===== src/hdl/raa_pkg.sv =====
// shared types and constants for the running average with alerts block
`default_nettype none

package raa_pkg;

    localparam int AVG_W      = 32;
    localparam int CNT_W      = 32;
    localparam int WIN_W      = 16;
    localparam int EN_W       = 3;
    localparam int REG_IDX_W  = 3;
    localparam int APB_ADDR_W = 5;
    localparam int APB_DATA_W = 32;

    localparam logic [WIN_W-1:0]        WINDOW_RESET = 16'd10;
    localparam logic signed [AVG_W-1:0] AVG_MAX      = 32'sh7FFF_FFFF;
    localparam logic signed [AVG_W-1:0] AVG_MIN      = -32'sh7FFF_FFFF - 32'sd1;

    // alert enable bit positions
    localparam int EN_CHG = 0;
    localparam int EN_LOW = 1;
    localparam int EN_UP  = 2;

    typedef enum logic [REG_IDX_W-1:0] {
        REG_WINDOW    = 3'd0,
        REG_START_CNT = 3'd1,
        REG_START_AVG = 3'd2,
        REG_LOWER     = 3'd3,
        REG_UPPER     = 3'd4,
        REG_ENABLES   = 3'd5
    } t_reg_idx;

    typedef struct packed {
        logic [WIN_W-1:0]        window_size;
        logic [CNT_W-1:0]        start_count;
        logic signed [AVG_W-1:0] start_average;
        logic signed [AVG_W-1:0] lower_threshold;
        logic signed [AVG_W-1:0] upper_threshold;
        logic [EN_W-1:0]         alert_enables;
    } t_cfg;

    typedef enum logic [2:0] {
        ST_IDLE,
        ST_PREP,
        ST_DIV_GO,
        ST_DIV_WAIT,
        ST_SUM,
        ST_ALERT,
        ST_EMIT
    } t_state;

endpackage

`default_nettype wire


===== src/hdl/raa_regs.sv =====
// apb configuration register file
`default_nettype none

module raa_regs (
    input  wire logic                             i_clk,
    input  wire logic                             i_rst_n,
    input  wire logic                             psel,
    input  wire logic                             penable,
    input  wire logic                             pwrite,
    input  wire logic [raa_pkg::APB_ADDR_W-1:0]   paddr,
    input  wire logic [raa_pkg::APB_DATA_W-1:0]   pwdata,
    output logic      [raa_pkg::APB_DATA_W-1:0]   prdata,
    output logic                                  pready,
    output raa_pkg::t_cfg                         o_cfg
);
    import raa_pkg::*;

    t_cfg     r_cfg;
    t_reg_idx w_idx;
    logic     w_wr;

    assign w_idx  = t_reg_idx'(paddr[APB_ADDR_W-1:2]);
    assign w_wr   = psel & penable & pwrite;
    assign pready = 1'b1;
    assign o_cfg  = r_cfg;

    always_ff @(posedge i_clk) begin
        if (!i_rst_n) begin
            r_cfg.window_size     <= WINDOW_RESET;
            r_cfg.start_count     <= '0;
            r_cfg.start_average   <= '0;
            r_cfg.lower_threshold <= '0;
            r_cfg.upper_threshold <= '0;
            r_cfg.alert_enables   <= '0;
        end else if (w_wr) begin
            unique case (w_idx)
                REG_WINDOW:    r_cfg.window_size     <= pwdata[WIN_W-1:0];
                REG_START_CNT: r_cfg.start_count     <= pwdata[CNT_W-1:0];
                REG_START_AVG: r_cfg.start_average   <= signed'(pwdata[AVG_W-1:0]);
                REG_LOWER:     r_cfg.lower_threshold <= signed'(pwdata[AVG_W-1:0]);
                REG_UPPER:     r_cfg.upper_threshold <= signed'(pwdata[AVG_W-1:0]);
                REG_ENABLES:   r_cfg.alert_enables   <= pwdata[EN_W-1:0];
                default: ;
            endcase
        end
    end

    always_comb begin
        unique case (w_idx)
            REG_WINDOW:    prdata = APB_DATA_W'(r_cfg.window_size);
            REG_START_CNT: prdata = APB_DATA_W'(r_cfg.start_count);
            REG_START_AVG: prdata = APB_DATA_W'(r_cfg.start_average);
            REG_LOWER:     prdata = APB_DATA_W'(r_cfg.lower_threshold);
            REG_UPPER:     prdata = APB_DATA_W'(r_cfg.upper_threshold);
            REG_ENABLES:   prdata = APB_DATA_W'(r_cfg.alert_enables);
            default:       prdata = '0;
        endcase
    end

endmodule

`default_nettype wire


===== src/hdl/raa_div.sv =====
// radix-2 restoring divider, one quotient bit per cycle
`default_nettype none

module raa_div #(
    parameter int DIVIDEND_W = 33,
    parameter int DIVISOR_W  = 16
) (
    input  wire logic                  i_clk,
    input  wire logic                  i_rst_n,
    input  wire logic                  i_start,
    input  wire logic [DIVIDEND_W-1:0] i_dividend,
    input  wire logic [DIVISOR_W-1:0]  i_divisor,
    output logic                       o_done,
    output logic      [DIVIDEND_W-1:0] o_quotient
);

    localparam int STEP_W = $clog2(DIVIDEND_W + 1);

    logic                  r_busy;
    logic                  r_done;
    logic [STEP_W-1:0]     r_cnt;
    logic [DIVISOR_W-1:0]  r_rem;
    logic [DIVISOR_W-1:0]  r_dvs;
    logic [DIVIDEND_W-1:0] r_quo;

    logic [DIVISOR_W:0]    w_trial;
    logic [DIVISOR_W:0]    w_sub;
    logic                  w_ge;

    // dividend bits leave at the top of r_quo, quotient bits enter at the bottom
    assign w_trial = {r_rem, r_quo[DIVIDEND_W-1]};
    assign w_sub   = w_trial - {1'b0, r_dvs};
    assign w_ge    = (w_trial >= {1'b0, r_dvs});

    assign o_done     = r_done;
    assign o_quotient = r_quo;

    always_ff @(posedge i_clk) begin
        if (!i_rst_n) begin
            r_busy <= 1'b0;
            r_done <= 1'b0;
            r_cnt  <= '0;
        end else begin
            r_done <= r_busy && (r_cnt == STEP_W'(1));
            if (i_start) begin
                r_busy <= 1'b1;
                r_cnt  <= STEP_W'(DIVIDEND_W);
            end else if (r_busy) begin
                r_cnt <= r_cnt - STEP_W'(1);
                if (r_cnt == STEP_W'(1)) begin
                    r_busy <= 1'b0;
                end
            end
        end
    end

    always_ff @(posedge i_clk) begin
        if (i_start) begin
            r_rem <= '0;
            r_dvs <= i_divisor;
            r_quo <= i_dividend;
        end else if (r_busy) begin
            r_rem <= w_ge ? w_sub[DIVISOR_W-1:0] : w_trial[DIVISOR_W-1:0];
            r_quo <= {r_quo[DIVIDEND_W-2:0], w_ge};
        end
    end

endmodule

`default_nettype wire


===== src/hdl/running_average_with_alerts_core.sv =====
// top level: running average sequencer, serial divider and register file
//
//  channel  | handshake                  | payload
//  ---------+----------------------------+------------------------------------------
//  input    | i_in_valid / o_in_stall    | i_action, i_sample
//  result   | o_out_valid / i_out_stall  | o_average, o_sample_total, o_changed,
//           |                            |   o_below_lower, o_at_or_above_upper
//  config   | apb psel/penable/pready    | paddr, pwdata, prdata
//
// a sample beat occupies the block from prep through divide, sum and alert to emit, with the
// one-bit-per-cycle divider working through the DIF_W-bit difference in between
// a restart beat goes from idle straight to the emit state
// o_in_stall is high whenever the sequencer is not idle
// a held result waits in the output register; the next beat may be accepted meanwhile
// synchronous active-low reset clears state, counters and config to defaults
`default_nettype none

module running_average_with_alerts_core #(
    parameter int SAMPLE_BITS   = 16,
    parameter int FRACTION_BITS = 16
) (
    input  wire logic                               i_clk,
    input  wire logic                               i_rst_n,
    input  wire logic                               i_in_valid,
    output logic                                    o_in_stall,
    input  wire logic                               i_action,
    input  wire logic signed [SAMPLE_BITS-1:0]      i_sample,
    output logic                                    o_out_valid,
    input  wire logic                               i_out_stall,
    output logic signed [raa_pkg::AVG_W-1:0]        o_average,
    output logic        [raa_pkg::CNT_W-1:0]        o_sample_total,
    output logic                                    o_changed,
    output logic                                    o_below_lower,
    output logic                                    o_at_or_above_upper,
    input  wire logic                               psel,
    input  wire logic                               penable,
    input  wire logic                               pwrite,
    input  wire logic [raa_pkg::APB_ADDR_W-1:0]     paddr,
    input  wire logic [raa_pkg::APB_DATA_W-1:0]     pwdata,
    output logic      [raa_pkg::APB_DATA_W-1:0]     prdata,
    output logic                                    pready
);
    import raa_pkg::*;

    localparam int SCL_W = SAMPLE_BITS + FRACTION_BITS;
    localparam int DIF_W = ((SCL_W > AVG_W) ? SCL_W : AVG_W) + 1;
    localparam int NXT_W = DIF_W + 1;

    t_cfg   w_cfg;
    t_state r_state;
    t_state n_state;

    logic                     w_in_acc;
    logic                     w_room;
    logic                     w_div_start;
    logic                     w_div_done;
    logic [DIF_W-1:0]         w_div_q;
    logic [DIF_W-1:0]         w_mag;
    logic signed [DIF_W-1:0]  w_scaled;
    logic [CNT_W-1:0]         w_win_ext;
    logic [WIN_W-1:0]         w_num;
    logic signed [AVG_W-1:0]  w_sat;
    logic signed [NXT_W-1:0]  w_next_max;
    logic signed [NXT_W-1:0]  w_next_min;
    logic                     w_chg;

    logic signed [SAMPLE_BITS-1:0] r_sample;
    logic signed [AVG_W-1:0]       r_avg;
    logic signed [AVG_W-1:0]       r_prev;
    logic [CNT_W-1:0]              r_count;
    logic [WIN_W-1:0]              r_num;
    logic signed [DIF_W-1:0]       r_diff;
    logic                          r_neg;
    logic signed [DIF_W-1:0]       r_quo_s;
    logic signed [NXT_W-1:0]       r_next;
    logic                          r_chg;
    logic                          r_low;
    logic                          r_up;

    logic                          r_out_valid;
    logic signed [AVG_W-1:0]       r_out_avg;
    logic [CNT_W-1:0]              r_out_cnt;
    logic                          r_out_chg;
    logic                          r_out_low;
    logic                          r_out_up;

    raa_regs u_regs (
        .i_clk   (i_clk),
        .i_rst_n (i_rst_n),
        .psel    (psel),
        .penable (penable),
        .pwrite  (pwrite),
        .paddr   (paddr),
        .pwdata  (pwdata),
        .prdata  (prdata),
        .pready  (pready),
        .o_cfg   (w_cfg)
    );

    raa_div #(
        .DIVIDEND_W (DIF_W),
        .DIVISOR_W  (WIN_W)
    ) u_div (
        .i_clk      (i_clk),
        .i_rst_n    (i_rst_n),
        .i_start    (w_div_start),
        .i_dividend (w_mag),
        .i_divisor  (r_num),
        .o_done     (w_div_done),
        .o_quotient (w_div_q)
    );

    assign o_in_stall = (r_state != ST_IDLE);
    assign w_in_acc   = i_in_valid && (r_state == ST_IDLE);
    assign w_room     = !r_out_valid || !i_out_stall;

    // sample placed on the fixed-point grid
    assign w_scaled  = DIF_W'(signed'({r_sample, {FRACTION_BITS{1'b0}}}));
    assign w_win_ext = CNT_W'(w_cfg.window_size);

    // divisor = min(count, window), never zero
    always_comb begin
        if (r_count > w_win_ext) begin
            w_num = w_cfg.window_size;
        end else begin
            w_num = r_count[WIN_W-1:0];
        end
        if (w_num == '0) begin
            w_num = WIN_W'(1);
        end
    end

    assign w_mag = r_neg ? DIF_W'(-r_diff) : DIF_W'(r_diff);

    assign w_next_max = NXT_W'(AVG_MAX);
    assign w_next_min = NXT_W'(AVG_MIN);

    always_comb begin
        if (r_next > w_next_max) begin
            w_sat = AVG_MAX;
        end else if (r_next < w_next_min) begin
            w_sat = AVG_MIN;
        end else begin
            w_sat = signed'(r_next[AVG_W-1:0]);
        end
    end

    assign w_chg = (w_sat != r_prev);

    always_ff @(posedge i_clk) begin
        if (!i_rst_n) begin
            r_state <= ST_IDLE;
        end else begin
            r_state <= n_state;
        end
    end

    always_comb begin
        n_state     = r_state;
        w_div_start = 1'b0;
        unique case (r_state)
            ST_IDLE: begin
                if (i_in_valid) begin
                    n_state = i_action ? ST_EMIT : ST_PREP;
                end
            end
            ST_PREP: begin
                n_state = ST_DIV_GO;
            end
            ST_DIV_GO: begin
                w_div_start = 1'b1;
                n_state     = ST_DIV_WAIT;
            end
            ST_DIV_WAIT: begin
                if (w_div_done) begin
                    n_state = ST_SUM;
                end
            end
            ST_SUM: begin
                n_state = ST_ALERT;
            end
            ST_ALERT: begin
                n_state = ST_EMIT;
            end
            ST_EMIT: begin
                if (w_room) begin
                    n_state = ST_IDLE;
                end
            end
            default: begin
                n_state = ST_IDLE;
            end
        endcase
    end

    // running state
    always_ff @(posedge i_clk) begin
        if (!i_rst_n) begin
            r_avg   <= '0;
            r_prev  <= '0;
            r_count <= '0;
        end else if (w_in_acc && i_action) begin
            r_avg   <= w_cfg.start_average;
            r_prev  <= w_cfg.start_average;
            r_count <= w_cfg.start_count;
        end else if (w_in_acc) begin
            if (r_count != '1) begin
                r_count <= r_count + CNT_W'(1);
            end
        end else if (r_state == ST_ALERT && w_chg) begin
            r_avg  <= w_sat;
            r_prev <= w_sat;
        end else if (r_state == ST_ALERT) begin
            r_avg <= w_sat;
        end
    end

    // per-beat working registers
    always_ff @(posedge i_clk) begin
        unique case (r_state)
            ST_IDLE: begin
                r_sample <= i_sample;
                r_chg    <= 1'b0;
                r_low    <= 1'b0;
                r_up     <= 1'b0;
            end
            ST_PREP: begin
                r_num  <= w_num;
                r_diff <= w_scaled - DIF_W'(r_avg);
                r_neg  <= w_scaled < DIF_W'(r_avg);
            end
            ST_DIV_WAIT: begin
                r_quo_s <= r_neg ? -signed'(w_div_q) : signed'(w_div_q);
            end
            ST_SUM: begin
                r_next <= NXT_W'(r_avg) + NXT_W'(r_quo_s);
            end
            ST_ALERT: begin
                // thresholds compare against the clamped average
                r_chg <= w_chg && w_cfg.alert_enables[EN_CHG];
                r_low <= w_chg && w_cfg.alert_enables[EN_LOW]
                         && (w_sat < w_cfg.lower_threshold);
                r_up  <= w_chg && w_cfg.alert_enables[EN_UP]
                         && (w_sat >= w_cfg.upper_threshold);
            end
            default: ;
        endcase
    end

    // output register
    always_ff @(posedge i_clk) begin
        if (!i_rst_n) begin
            r_out_valid <= 1'b0;
        end else if (r_state == ST_EMIT && w_room) begin
            r_out_valid <= 1'b1;
        end else if (!i_out_stall) begin
            r_out_valid <= 1'b0;
        end
    end

    always_ff @(posedge i_clk) begin
        if (r_state == ST_EMIT && w_room) begin
            r_out_avg <= r_avg;
            r_out_cnt <= r_count;
            r_out_chg <= r_chg;
            r_out_low <= r_low;
            r_out_up  <= r_up;
        end
    end

    assign o_out_valid         = r_out_valid;
    assign o_average           = r_out_avg;
    assign o_sample_total      = r_out_cnt;
    assign o_changed           = r_out_chg;
    assign o_below_lower       = r_out_low;
    assign o_at_or_above_upper = r_out_up;

endmodule

`default_nettype wire

===== config.mk =====
export PLATFORM = sky130hd
export DESIGN_NAME = running_average_with_alerts_core
export DESIGN_NICKNAME = d
export VERILOG_FILES = /design/src/hdl/raa_pkg.sv /design/src/hdl/raa_regs.sv /design/src/hdl/raa_div.sv /design/src/hdl/running_average_with_alerts_core.sv
export SDC_FILE = /design/constraint.sdc
export NUM_CORES = 1
export LEC_CHECK = 0
export BUFFER_PORTS_ARGS = -buffer_cell sky130_fd_sc_hd__buf_2
export CAP_MARGIN = 0
export CORE_MARGIN = 4
export CORE_UTILIZATION = 61
export DETAILED_ROUTE_END_ITERATION = 6
export PLACE_DENSITY_LB_ADDON = 0.3
export SLEW_MARGIN = 20
export SYNTH_ARGS = -nofsm -noshare
export SYNTH_HDL_FRONTEND = slang
export SYNTH_HIERARCHICAL = 1
export SYNTH_SLANG_ARGS = --single-unit

===== constraint.sdc =====
create_clock -name i_clk -period 15.03 [get_ports i_clk]
set_clock_uncertainty 0.15 [all_clocks]
set_input_delay 3.006 -clock i_clk [delete_from_list [all_inputs] [get_ports i_clk]]
set_output_delay 3.006 -clock i_clk [all_outputs]
set_load 0.01 [all_outputs]

Word-level counts from Yosys, hierarchy flattened:

Index checks and enable logic that the tools add are counted.

* add/sub/neg operators: 7
* $lt $le $gt $ge: 7
* equality and inequality tests: 19
* muxes and demuxes: 35
* bitwise gates (word level): 3
* reduce and logical (&&, ||, !) cells: 34

Operator list (count)
* 32-bit 2-to-1 mux: 12
* 32-bit case mux with 6 select lines: 1
* 33-bit 2-to-1 mux: 4
* 33-bit negator: 2
* 32-bit less-than comparator: 2
* 32-bit by 33-bit adder with 34-bit output: 1
* 34-bit by 32-bit greater-than comparator with 1-bit output, second input constant: 1
* 34-bit by 32-bit less-than comparator with 1-bit output, second input constant: 1
* 32-bit by 32-bit subtractor with 33-bit output: 1
* 32-bit by 1-bit adder with 32-bit output, second input constant: 1
* 32-bit greater-or-equal comparator: 1
* 32-bit by 16-bit greater-than comparator with 1-bit output: 1
* 16-bit 2-to-1 mux: 2
* 32-bit inequality test: 1
* 32-bit inequality test, second input constant: 1
* 3-bit case mux with 7 select lines: 1
* 2-bit AND reduction: 9
* 17-bit by 16-bit greater-or-equal comparator with 1-bit output: 1
* 16-bit zero test: 1
* 16-bit subtractor: 1
* 3-bit == test, second input constant: 5
* 3-bit by 2-bit == test with 1-bit output, second input constant: 4
* 3-bit 2-to-1 mux: 4
* 6-bit 2-to-1 mux: 2
* other kinds (17): 45

* register bits: 523
* bits of input ports: 61
* output and inout port bits: 102
* logic and storage cells: 137

Longest topological paths before layout:

Gate-level depths: netlist (run 1).

* depth in word-level cells: 8
* mapped depth: 17
* gate-level depth less buffers: 13

Cells and area by module:

The synthesis (run 1) kept the hierarchy.

By module, submodules not included
* running_average_with_alerts_core: instances 1, cells each 1948, area each 18218.7 um2, seq. area each 8097.8 um2
* raa_regs: instances 1, cells each 687, area each 6697.7 um2, seq. area each 2942.8 um2
* raa_div: instances 1, cells each 340, area each 3848.7 um2, seq. area each 1951.9 um2

Worst setup path before layout (run 1):

No wires, ideal clock.

* kind: input-to-output
* from: input port paddr[2] in the netlist's numbering
* to: output port prdata[16] in the netlist's numbering
* arrival: 3.965 ns
* data required time: 11.874 ns
* setup slack: 7.909 ns
* stages: 5
* path buffers: 3
* cell sequence: buf_6 > buf_2 > clkbuf_1 > a22oi_1 > o21ai_0

* cells in the longest elaborated chain, start to end: 2
* elaborated cells on any way between the ends: 7
* classes of those cells: 5 x eq/ne; 1 x mux; 1 x reduce/logical

RTL lines
* start, declared: RTL line running_average_with_alerts_core.sv:38 `input wire logic [raa_pkg::APB_ADDR_W-1:0] paddr,`
* 3-bit == test, or another cell as far along: RTL line raa_regs.sv:49 `unique case (w_idx)`
* 32-bit case mux with 6 select lines *: RTL line raa_regs.sv:49
* end, declared: RTL line running_average_with_alerts_core.sv:40 `output logic [raa_pkg::APB_DATA_W-1:0] prdata,`

Every way passes the cells marked *; elsewhere a longest branch is shown, timed or not.

Worst setup path after layout (run 1):

* from: input port paddr[4] in the netlist's numbering
* to: output port prdata[7] in the netlist's numbering

The elaborated chain is that of the path after synthesis.

==> flow_summary.yaml, run 1 <==
outcome:
  status: "finished, violations left"
  failed_checks: "design-rule violations"
timing:
  final-hold-violation-count: 0
  grt_setup_unrepaired: "false"
  setup_viol: 0
  fmax_mhz: 123.0
  finalCritPeriodShare_pct: 54.09
  setup_tns_ns: 0
  period_needed_ns: 8.129
  slew_violations: 0
  tightest_slew_ns: 1.054
  max_slew_margin_pct: 29.75
place:
  dp.cells: 3615
  gp_congestion: 0.9698
  hpwl_mm: 60.98
  portBuffers: 159
floorplan:
  row_count: 79
  die_w_microns: 225.2
  die_area_sq_um: 50690
  io_pins: 163
  initial_core_util_pct: 61.79
  die_h_microns: 225.2
  coreArea_sq_um: 46560
synthesis:
  yosys-top-cells-area: "edfxtp_1 26%, dfxtp_1 19%, ha_1 6.6%, mux2i_1 6.4%, nand2_1 5.5%"
  synth_top_area_share_pct: 26.31
  synth_warnings: 6
  synth_commonest_cells: "424 x nand2_1, 271 x dfxtp_1, 252 x edfxtp_1"
  synth_top_cell_by_area: "edfxtp_1"
  syn_inst: 2975
  synth_area_per_cell_sq_um: 9.669
  synth_ff_type: "dfxtp_1"
  synth_fp_nets: 3189
  synth-async-reset-ratio_pct: 0
  synth_seq_cells: 523
  synth_enable_flop_cells: 252
  syn_area_sq_um: 28770
  seq_area_frac_synth_pct: 45.17
  yosysUniqueCellTypes: 90
  yosysMostFrequentCell: "nand2_1"
worst_hold_path:
  hp-class: "reg -> reg"
  min_from: "r_num[12]"
critical_path:
  cp_data_required_time_ns: 11.87
  slowest_delay_ns: 0.80
  r2r_slack_ns: 10.05
  path_cells: "buf_2 -> nor2b_1 -> a221oi_1 -> nor2_1 -> buf_2"
  crit_top_cell: "buf_2"
  reg2reg_from: "r_next[33]"
  crit_start: "paddr[4]"
  crit_end: "prdata[7]"
  worstPathMaxFanout: 30
  crit_arrival_ns: 4.97
  worst_r2r_path_depth: 13
  slowest_stage: "nor2b_1"
  critPathBufInv: 2
  reg2reg_to: "r_up"
  startpoint_type: "input port"
  critPathTopFamily: "simple AND/OR/NAND/NOR gates"
  path_depth: 5
  cp-end-kind: "output port"
  path_class: "in -> out"
finish:
  fin_cells: 3722
  layout-drive-gt1-share_pct: 12.85
  area_growth_pct: 10.88
  nets: 3280
clock_network:
  clock-sinks: 523
  clockBufferDepth: 3
  clk_pin_slew_ns: 0.06
  ctsHoldBuffers: 0
  htreeDepth: 2
  numCtsBuffers: 56
  clockRootBuffer: "clkbuf_16"
  cts_setup_buffers: 0
  clock_latency_ns: 0.63
  cts_tree: "built"
  cts_resized: 0
power:
  p_leak_uw: 0.01212
  peakVddDrop_uv: 153.8
  power_density_nw_per_um2: 142.6
route:
  drt-initial-drc-count: 2625
  top_layer_used: "met5"
  wl_met3_mm: 6.963
  dr_wl_met2_mm: 39.26
  wl_mm: 84.03
  drc: 2
  vias: 23480
  dr.pass1.iters: 7
  ant_nets: 0
  detail_route.vias_per_cell: 6.309
  m1WireLength_mm: 33.54
  avgRoutedWirePerCell_microns: 22.58
global_routing:
  first_global_vias: 22600
  grt_use_total_pct: 32.23
  grt_start_max_net_pins: 86
  grt-ovfl-total: 0
  antenna_found_initial: 2
  grt_pass1_wl_mm: 129.2
run:
  max_cap_violations: 0
[sequential cells by signal (all words and copies together) (netlist names), 3 cells and up]
| name | cells |
|---|---|
| r_sample | 16 |
| u_div/r_rem | 16 |
| r_quo_s | 33 |
| u_regs/o_cfg | 147 |
| r_avg | 32 |
| o_sample_total | 32 |
| r_count | 32 |
| o_average | 32 |
| r_num | 16 |
| u_div/o_quotient | 33 |
| r_next | 34 |
| r_state | 3 |
| r_diff | 33 |
| r_prev | 32 |
| u_div/r_dvs | 16 |
| u_div/r_cnt | 6 |
[final cells by class]
cell class	instances	area [sq um]
antenna	1	2.502
clock buffer	61	1450
sequential	523	12990
tap	607	759.5
timing repair buffer	183	984.7
multi-input combinational	2120	14450
inverter	182	683.2
fill	3552	14660
clock inverter	45	575.6
[placed cells by master, fill, tap and decap left out, types with 143 or more instances in the layout]
master,synthesis,layout
a21oi_1,146,143
buf_2,22,158
dfxtp_1,271,271
edfxtp_1,252,252
ha_1,151,151
inv_1,181,180
mux2i_1,183,183
nand2_1,424,424
nor2_1,180,177
o21ai_0,155,154
[per-layer routing]
layer / vias to the layer above / GRT usage (%)
met4: 4 / 14.65
met3: 244 / 5.705
met5: - / 0
met1: 11350 / 42.26
met2: 1024 / 52.60
li1: 10860 / -
[how the worst min path moves through the flow]
| stage | endpoint | cells after the start |
|---|---|---|
| final | u_div/r_dvs[12] | 0 |
| after global routing | u_div/r_dvs[7] | 0 |
| after CTS | u_div/r_dvs[12] | 0 |
| after detailed placement | u_div/r_dvs[13] | 0 |
| after floorplan | o_at_or_above_upper | 0 |
| after global placement | u_div/r_dvs[11] | 0 |
[report_power, final]
group	internal, uW	switching [uW]
clock network	908	612
registers	1710	153
logic	462	702
[cell families after synthesis]
logic type / after synthesis / synth area share (%)
fa+ha+maj: 153 / 6.707
buf+inv: 332 / 4.924
other cells: 1 / 0.01304
compound gates: 651 / 14.93
mux: 245 / 8.834
flops: 523 / 45.17
simple gates: 923 / 14.95
xor+xnor: 147 / 4.476
[per-stage QoR]
| stage | util, % | cell area (sq um) | setup WS, ns | power (uW) | hold WS (ns) |
|---|---|---|---|---|---|
| 6_report | 68.51 | 31900 | 6.901 | 4547 | 0.2684 |
| 5_1_grt | 68.50 | 31890 | 6.879 | 4750 | 0.2786 |
| 3_5_place_dp | 64.14 | 29860 | 6.945 | 3023 | 0.2552 |
| 3_3_place_gp | 64.14 | 29860 | 7.046 | 2973 | 0.2549 |
| 2_1_floorplan | - | 28770 | 7.909 | 2708 | 0.2503 |
| 4_1_cts | 68.49 | 31890 | 6.964 | 4541 | 0.2706 |
Power figures use the tool's default switching activity.
==> run 2: changes to the inputs <==
ABC_AREA = 1   (was not set)
CORE_UTILIZATION = 56   (was 61)
clock period = 7.1 ns   (was 15.03 ns; I/O delays follow)
==> run 2 against run 1 <==
- the run now ends clean
- worst hold slack better by 0.0013 ns
- combinational power grew to 4.2 times the previous value
- first-iteration DRC count is 11% higher
- power grew to 2.8 times the previous value
- final cell count is 32% higher
- critical path depth is 5 higher
- synthesized area is 6.8% higher
- count of clock-buffer cells in the layout is 24 higher
- largest power group is now combinational cells
==> flow_summary.yaml, run 2 <==
route:
  dr_wl_met2_mm: 40.74
  drt-initial-drc-count: 2905
  ant_nets: 0
  detail_route.vias_per_cell: 5.542
  m1WireLength_mm: 37.04
  drc: 0
  vias: 27270
  wl_met3_mm: 7.180
  wl_mm: 88.86
  dr.pass1.iters: 6
  avgRoutedWirePerCell_microns: 18.06
  top_layer_used: "met5"
place:
  portBuffers: 159
  gp_congestion: 0.9800
  dp.cells: 4814
  hpwl_mm: 64.89
critical_path:
  crit_top_cell: "nand2_1"
  path_class: "in -> out"
  slowest_delay_ns: 0.62
  startpoint_type: "input port"
  crit_arrival_ns: 3.68
  r2r_slack_ns: 2.97
  slowest_stage: "nor2_4"
  cp-end-kind: "output port"
  path_cells: "buf_2 -> inv_2 -> nand2_1 -> nor2_4 -> buf_12 -> nand2_1 -> nand2_1 -> inv_1 -> nand2_1 -> buf_2"
  cp_data_required_time_ns: 5.53
  worstPathMaxFanout: 38
clock_network:
  ctsHoldBuffers: 0
  clockRootBuffer: "clkbuf_16"
  htreeDepth: 2
  clockBufferDepth: 3
  cts_tree: "built"
  cts_setup_buffers: 0
  numCtsBuffers: 56
  cts_resized: 0
  clock-sinks: 523
  clk_pin_slew_ns: 0.06
  clock_latency_ns: 0.62
timing:
  finalCritPeriodShare_pct: 73.93
  fmax_mhz: 190.5
  final-hold-violation-count: 0
  grt_setup_unrepaired: "false"
  slew_violations: 0
  setup_viol: 0
  tightest_slew_ns: 1.122
  period_needed_ns: 5.249
  setup_tns_ns: 0
  max_slew_margin_pct: 25.18
global_routing:
  grt_use_total_pct: 29.15
  grt_start_max_net_pins: 134
  first_global_vias: 24300
  grt_pass1_wl_mm: 136.1
  antenna_found_initial: 2
  grt-ovfl-total: 0
synthesis:
  synth-async-reset-ratio_pct: 0
  synth_top_area_share_pct: 24.63
  seq_area_frac_synth_pct: 42.28
  synth_commonest_cells: "1,078 x nand2_1, 614 x nor2_1, 480 x inv_1"
  synth_ff_type: "dfxtp_1"
  synth_fp_nets: 4313
  synth_seq_cells: 523
  yosysUniqueCellTypes: 59
  syn_area_sq_um: 30730
  synth_warnings: 6
  synth_enable_flop_cells: 252
  synth_top_cell_by_area: "edfxtp_1"
  syn_inst: 4099
  yosysMostFrequentCell: "nand2_1"
  synth_area_per_cell_sq_um: 7.497
  yosys-top-cells-area: "edfxtp_1 25%, dfxtp_1 18%, nand2_1 13%, nor2_1 7.5%, ha_1 6.1%"
finish:
  mostFrequentLayoutCells: "1,077 x nand2_1, 611 x nor2_1, 479 x inv_1"
  nets: 4391
  fin_cells: 4920
  final_common_cell: "nand2_1"
  area_growth_pct: 9.137
  layout-drive-gt1-share_pct: 8.335
  fill_cells: 4956
  largest_reg_flops: 147
floorplan:
  die_h_microns: 242.3
  coreArea_sq_um: 54030
  io_pins: 163
  die_w_microns: 242.3
  row_count: 85
  die_area_sq_um: 58690
  initial_core_util_pct: 56.88
outcome:
  status: "finished, final reports clean"
run:
  max_cap_violations: 0
power:
  peakVddDrop_uv: 308.7
  power_density_nw_per_um2: 373.1
  p_leak_uw: 0.01508
worst_hold_path:
  hp-class: "reg -> reg"
## run 2: changes by cell type after synthesis, moves of 83 or more
cell | previous run | this run
mux2i_1 | 183 | 0
nor2_1 | 180 | 614
nand3_1 | 60 | 285
xor2_1 | 21 | 104
nand2_1 | 424 | 1078
inv_1 | 181 | 480
## run 2: worst max-delay path, delay by kind of cell
| family | cells | cell delay, ns |
|---|---|---|
| buffers and inverters | 5 | 1.18 |
| and+or+nand+nor | 5 | 1.03 |
## run 2: final timing paths
check	startpoint	to	depth (start not counted)
setup / recovery	paddr[4]	prdata[30]	10
hold / removal	r_num[3]	u_div/r_dvs[3]	0
setup reg to reg	r_state[0]	r_count[13]	12
hold reg to reg	r_num[3]	u_div/r_dvs[3]	0
## run 2: where the power goes
group          total, uW  switching [uW]  leakage, uW  internal, uW
logic               4920            3250      0.00970          1670
clock network       2800            1220     0.000846          1580
registers           4790             639      0.00453          4160
total              12500            5110       0.0151          7400
## run 2: logic make-up after synthesis
family / synth area share, %
buf+inv: 8.868
simple gates: 30.50
compound gates: 7.667
xor+xnor: 4.389
other cells: 0.01220
fa+ha+maj: 6.279
flops: 42.28
## run 2: through the flow
step           total power [uW]  hold WS, ns  setup slack [ns]  utilization, %  area (sq um)
6_report                  12510       0.2696             1.851           62.08         33540
3_5_place_dp               9671       0.2545             1.920           58.82         31780
3_3_place_gp               9574       0.2525             1.937           58.82         31780
5_1_grt                   13330       0.2723             1.664           62.07         33530
2_1_floorplan              8259       0.2503             2.105               -         30730
4_1_cts                   12490       0.2656             1.905           62.02         33510
## run 2: area by class of cell
class / instances / area [sq um] / share of cell area, %
multi-input combinational: 2918 / 15070 / 44.95
sequential: 523 / 12990 / 38.74
inverter: 496 / 1867 / 5.566
clock buffer: 85 / 1592 / 4.746
timing repair buffer: 182 / 999.7 / 2.981
tap: 696 / 870.8 / 2.597
clock inverter: 19 / 138.9 / 0.4141
antenna: 1 / 2.502 / 0.007462
## run 2: metal layers
layer / vias up / global-route usage [%]
met1: 12510 / 39.35
met5: - / 0
met4: 2 / 11.92
met3: 198 / 4.328
li1: 13450 / -
met2: 1103 / 47.32
